$ cat config.mk
export PLATFORM = sky130hd
export DESIGN_NAME = ptp_ram
export DESIGN_NICKNAME = d
export VERILOG_FILES = /design/src/hw/rtl/ptp_ram.sv
export SDC_FILE = /design/constraint.sdc
export NUM_CORES = 2
export LEC_CHECK = 0
export BUFFER_PORTS_ARGS = -buffer_cell sky130_fd_sc_hd__buf_2
export CAP_MARGIN = 20
export CELL_PAD_IN_SITES_DETAIL_PLACEMENT = 1
export CELL_PAD_IN_SITES_GLOBAL_PLACEMENT = 2
export CORE_MARGIN = 1
export CORE_UTILIZATION = 48
export CTS_BUF_LIST = sky130_fd_sc_hd__clkbuf_8
export CTS_CLUSTER_SIZE = 25
export DETAILED_ROUTE_END_ITERATION = 10
export PLACE_DENSITY_LB_ADDON = 0.1
export SLEW_MARGIN = 10
export SYNTH_ARGS = -nofsm -noshare
export SYNTH_HDL_FRONTEND = slang
export SYNTH_SLANG_ARGS = --single-unit
$ cat constraint.sdc
create_clock -name clk -period 2.3 [get_ports clk]
set_input_delay 0.23 -clock clk [delete_from_list [all_inputs] [get_ports clk]]
set_output_delay 0.23 -clock clk [all_outputs]
set_load 0.02 [all_outputs]
$ cat src/hw/rtl/ptp_ram.sv
module ptp_ram #(
  parameter int WIDTH = 8,
  parameter int DEPTH = 256
) (
  input  logic                     clk,
  input  logic                     wr_en,
  input  logic [$clog2(DEPTH)-1:0] wr_addr,
  input  logic [WIDTH-1:0]         wr_data,
  input  logic                     rd_en,
  input  logic [$clog2(DEPTH)-1:0] rd_addr,
  output logic [WIDTH-1:0]         rd_data
);

  logic [WIDTH-1:0] mem_r [DEPTH];
  logic [WIDTH-1:0] rd_data_r;

  always_ff @(posedge clk) begin
    if (wr_en) begin
      mem_r[wr_addr] <= wr_data;
    end
  end

  always_ff @(posedge clk) begin
    if (rd_en) begin
      rd_data_r <= mem_r[rd_addr];
    end
  end

  assign rd_data = rd_data_r;

endmodule

# Word level (Yosys, flattened, before mapping)
# Memories as Yosys holds them, arrays and structs flattened. A register that Yosys moved wholly into a read port is not among the register bits.
# Cells that the tools add are included.
# Widths: inputs -> output; s select.
# totals
ff_bits	0
mem_bits_rw	2048
inputBits	27
mem_count	1
# op_classes
n_mux	2
# mem_list
name	depth	word_bits	rd	rd_clocked_by_memory_dff	wr	line_no	rtl
mem_r	256	8	1	1	1	14	logic [WIDTH-1:0] mem_r [DEPTH];
# op_table
operator	count
$mux 1	2

# Logic depth before layout (Yosys ltp)
# logic_depth
word_depth	2
mapped_depth	11

# Worst setup path after synthesis
# OpenSTA, ideal clock, no wires.
# synth_path
path_type	input -> register
from	in rd_addr[0]
to	reg rd_data_r[2], in the netlist rd_data[2] (read register of mem_r) (data pin)
arrival_time_ns	2.037
t_required_ns	2.031
path_slack_ns	-0.006
cell_stages	9
path_cell_list	buf_6 > buf_12 > buf_8 > buf_2 > mux4_2 > a22oi_1 > a21oi_1 > nor4_1 > nor4_2
# synth_rtl
element	line_no	rtl
start: declaration	10	input logic [$clog2(DEPTH)-1:0] rd_addr,
end: declaration	15	logic [WIDTH-1:0] rd_data_r;

==> summary.txt <==
Synth
  • Register area share after synthesis: ~78%
  • Cell taking the most area after synthesis: edfxtp_1
  • Top FF cell, synth: edfxtp_1
  • Top cell type's share of synthesized area: approximately 78%
  • Top post-synthesis cells by area: edfxtp_1 (78%), mux4_2 (13%), mux2i_1 (1.7%), nor2_1 (1.3%), a22oi_1 (1.3%)
  • Distinct cells, synth: between 50 and 60
  • Syn Std Cell Area: approximately 80,000 um^2
  • Commonest cells post-synth: edfxtp_1 (2,056), mux4_2 (454), nor2_1 (282), mux2i_1 (134), a22oi_1 (133)
  • EDFF count, synth: about 2,000
  • Mean Syn Cell Area: 21.3 um^2
  • Ys async rst share: 0%
  • Number of synthesized register bits: between 2,000 and 2,500
  • Most numerous cell in the Yosys netlist: edfxtp_1
  • Syn Nets: 3,760
  • Synth Warn #: 0
  • Syn Inst Count: around 3,700

Timing
  • Slew headroom: approximately 38%
  • RSZ-0062 raised after global routing: true
  • Final setup vio count: 7
  • Slew @ Worst Pin: roughly 930 ps
  • Post-layout min period: around 2400 ps
  • FMAX: approximately 410 MHz
  • Final worst setup slack: -143 ps
  • Fin. Hold Viols: 0
  • Period utilization: 106%
  • Clock skew: roughly 55 ps
  • Fin. max-slew vios: 0
  • Setup TNS: -641 ps

Layout
  • Area growth from synthesis to layout: 18.7%
  • Fraction of layout cells with a size suffix above 1: 34.4%
  • Fillers: 14,343
  • Fin nets: 4,633

Route
  • DRC: 0
  • 1st-iter DRT viols: ~4,700
  • Drt wl/cell: between 30 and 40 um
  • Routed vias/inst: approximately 6
  • Via count: 42,413
  • First drt pass iteration count: 5
  • Antenna Nets Post-Route: 0
  • Drt total wl: roughly 230,000 um

Clocking
  • Root buf cell: clkbuf_8
  • Later-pin clock latency in the skew report: 1050 ps
  • Max H-tree Level: 5
  • Setup bufs post-CTS: 0
  • Max Root-Sink Buffers: 4
  • Total CTS buffers: 353
  • Reg clk slew, reported paths: 60 ps
  • CTS tree: yes
  • Clk sinks: between 2,000 and 2,500

Pwr
  • Leak Pwr: between 30 and 40 nW
  • PD cells: about 810 nW/um^2
  • Post-layout total power: about 77 mW
  • IR drop worst, VDD: between 0.6 and 0.7 mV

Die
  • Die Span Y: about 400 um
  • Row count: 149
  • Starting Density: 48.3%
  • Die Width: around 410 um
  • Die area: 168,000 um^2
  • Core Area: about 160,000 um^2
  • Ports: 35

Placement
  • Post-DP HPWL: around 150,000 um
  • I/O Buffers: 34
  • Routability Congestion: 0.835

Job
  • # Max-Cap Violations: 0

Critical path
  • Crit Path Max Fanout: 1
  • Reg-to-reg setup timing slack: -140 ps
  • Max stage delay on crit path: between 600 and 700 ps
  • WP data required: 3070 ps
  • Crit start category: flop
  • WP buf/inv: 1
  • Setup crit end kind: flop
  • Worst path cell trace: mux4_2, mux4_2, nor2b_4, nor4_2, buf_4, nor4_2
  • Critical path's top delay family: multiplexers
  • Critical path type: reg2reg
  • Slowest-stage cell, CP: mux4_2
  • Critical Path AT: roughly 3200 ps

GRT
  • Number of global-route vias before repair: ~45,000
  • First-pass GRT wire length: 327,000 um
  • Global route total overflow: 0
  • Initial antenna violation count: 14
  • All-Layer GR Usage: between 20% and 30%
  • Largest net degree at the start of global routing: between 70 and 80

Worst hold path
  • Worst Hold Class: in2reg

Run status
  • Failing checks: negative setup slack
  • Status: finished with violations
[flip-flops by register name, summed over array words and instances, names as in the netlist]
name / count
mem_r: 2048
rd_data: 8
[path summary, 6_finish.rpt]
| path | from | endpoint | cells past startpoint |
|---|---|---|---|
| setup / recovery | mem_r[83][2] | rd_data[2] | 6 |
| hold / removal | wr_en | mem_r[184][3] | 4 |
| setup reg to reg | mem_r[83][2] | rd_data[2] | 6 |
| hold reg to reg | mem_r[32][5] | rd_data[5] | 6 |
[worst min-delay path: stages]
cell and delay (ps):
buf_2 270, nand3_1 180, buf_4 190, nor2_1 90
[where the power goes]
group	internal [mW]	switching [mW]	total [mW]
sequential	41.3	0.0553	41.4
combinational	1.85	2.81	4.66
clock	16.0	14.5	30.5
total	59.2	17.4	76.5
[routing by layer]
layer	up-vias	share of wire, %	global-route usage [%]
met5	-	0.015	0
met4	6	2.3	7.53
met3	329	7.6	5.46
met2	1689	48	43.6
met1	22895	42	39.0
li1	17494	-	-
[stage by stage]
| stage | hold slack (ps) | std cells | worst slack (ps) | cell area (um^2) | utilization [%] |
|---|---|---|---|---|---|
| 2_1_floorplan | 329 | 3733 | 3.76 | 79600 | - |
| 3_3_place_gp | 666 | 6422 | -1100 | 87800 | 53.3 |
| 5_1_grt | 116 | 7037 | -242 | 94600 | 57.4 |
| 6_report | 141 | 7038 | -143 | 94600 | 57.4 |
| 4_1_cts | 36.5 | 7037 | -187 | 94500 | 57.3 |
| 3_5_place_dp | 668 | 6422 | -1110 | 87800 | 53.3 |
[cell usage in the layout, fill, tap and decap left out, types with 8 or more instances in the layout]
cell type and n:
nor4_2 11, clkbuf_8 367, dlygate4sd3_1 19, mux4_2 454, nor4_1 14, a221oi_1 9
a22o_1 8, nor2_1 276, nand2b_1 8, a211oi_1 12, o22ai_1 28, bufinv_16 14
nor2b_1 24, inv_1 110, a22oi_1 132, clkinv_2 38, nor3_1 14, buf_2 22
clkinv_1 70, nand4_1 10, mux2i_1 134, nand2_1 33, edfxtp_1 2056, o211ai_1 10
buf_12 104, buf_4 596, nand3_1 34, o21ai_0 10, o221ai_1 43, a21oi_1 95
[kinds of logic (layout without fill, tap and decap cells)]
group | Yosys count | count (layout) | synth area share, %
buffers and inverters | 235 | 1349 | 1.83
other | 0 | 2 | 0
DFF | 2056 | 2056 | 77.5
muxes | 591 | 591 | 14.6
and+or+nand+nor | 466 | 466 | 2.63
AOI/OAI and AO/OA | 385 | 385 | 3.42
[final cells by class]
type	instances	area (um^2)	share of cell area (%)
Multi-Input combinational cell	1442	16800	17.8
Clock buffer	359	4940	5.23
Tap cell	2189	2740	2.90
Timing Repair Buffer	751	7000	7.40
Inverter	2	7.51	0.00794
Antenna cell	2	5.00	0.00529
Sequential cell	2056	61700	65.3
Clock inverter	237	1330	1.41
[what timing repair did]
action,4_1_cts,5_1_grt
pin swaps,13,13
setup endpoints to repair,8,8
hold buffers,19,0
resized for setup,34,20
hold endpoints to repair,1776,0
(Power assumes the default switching activity.)
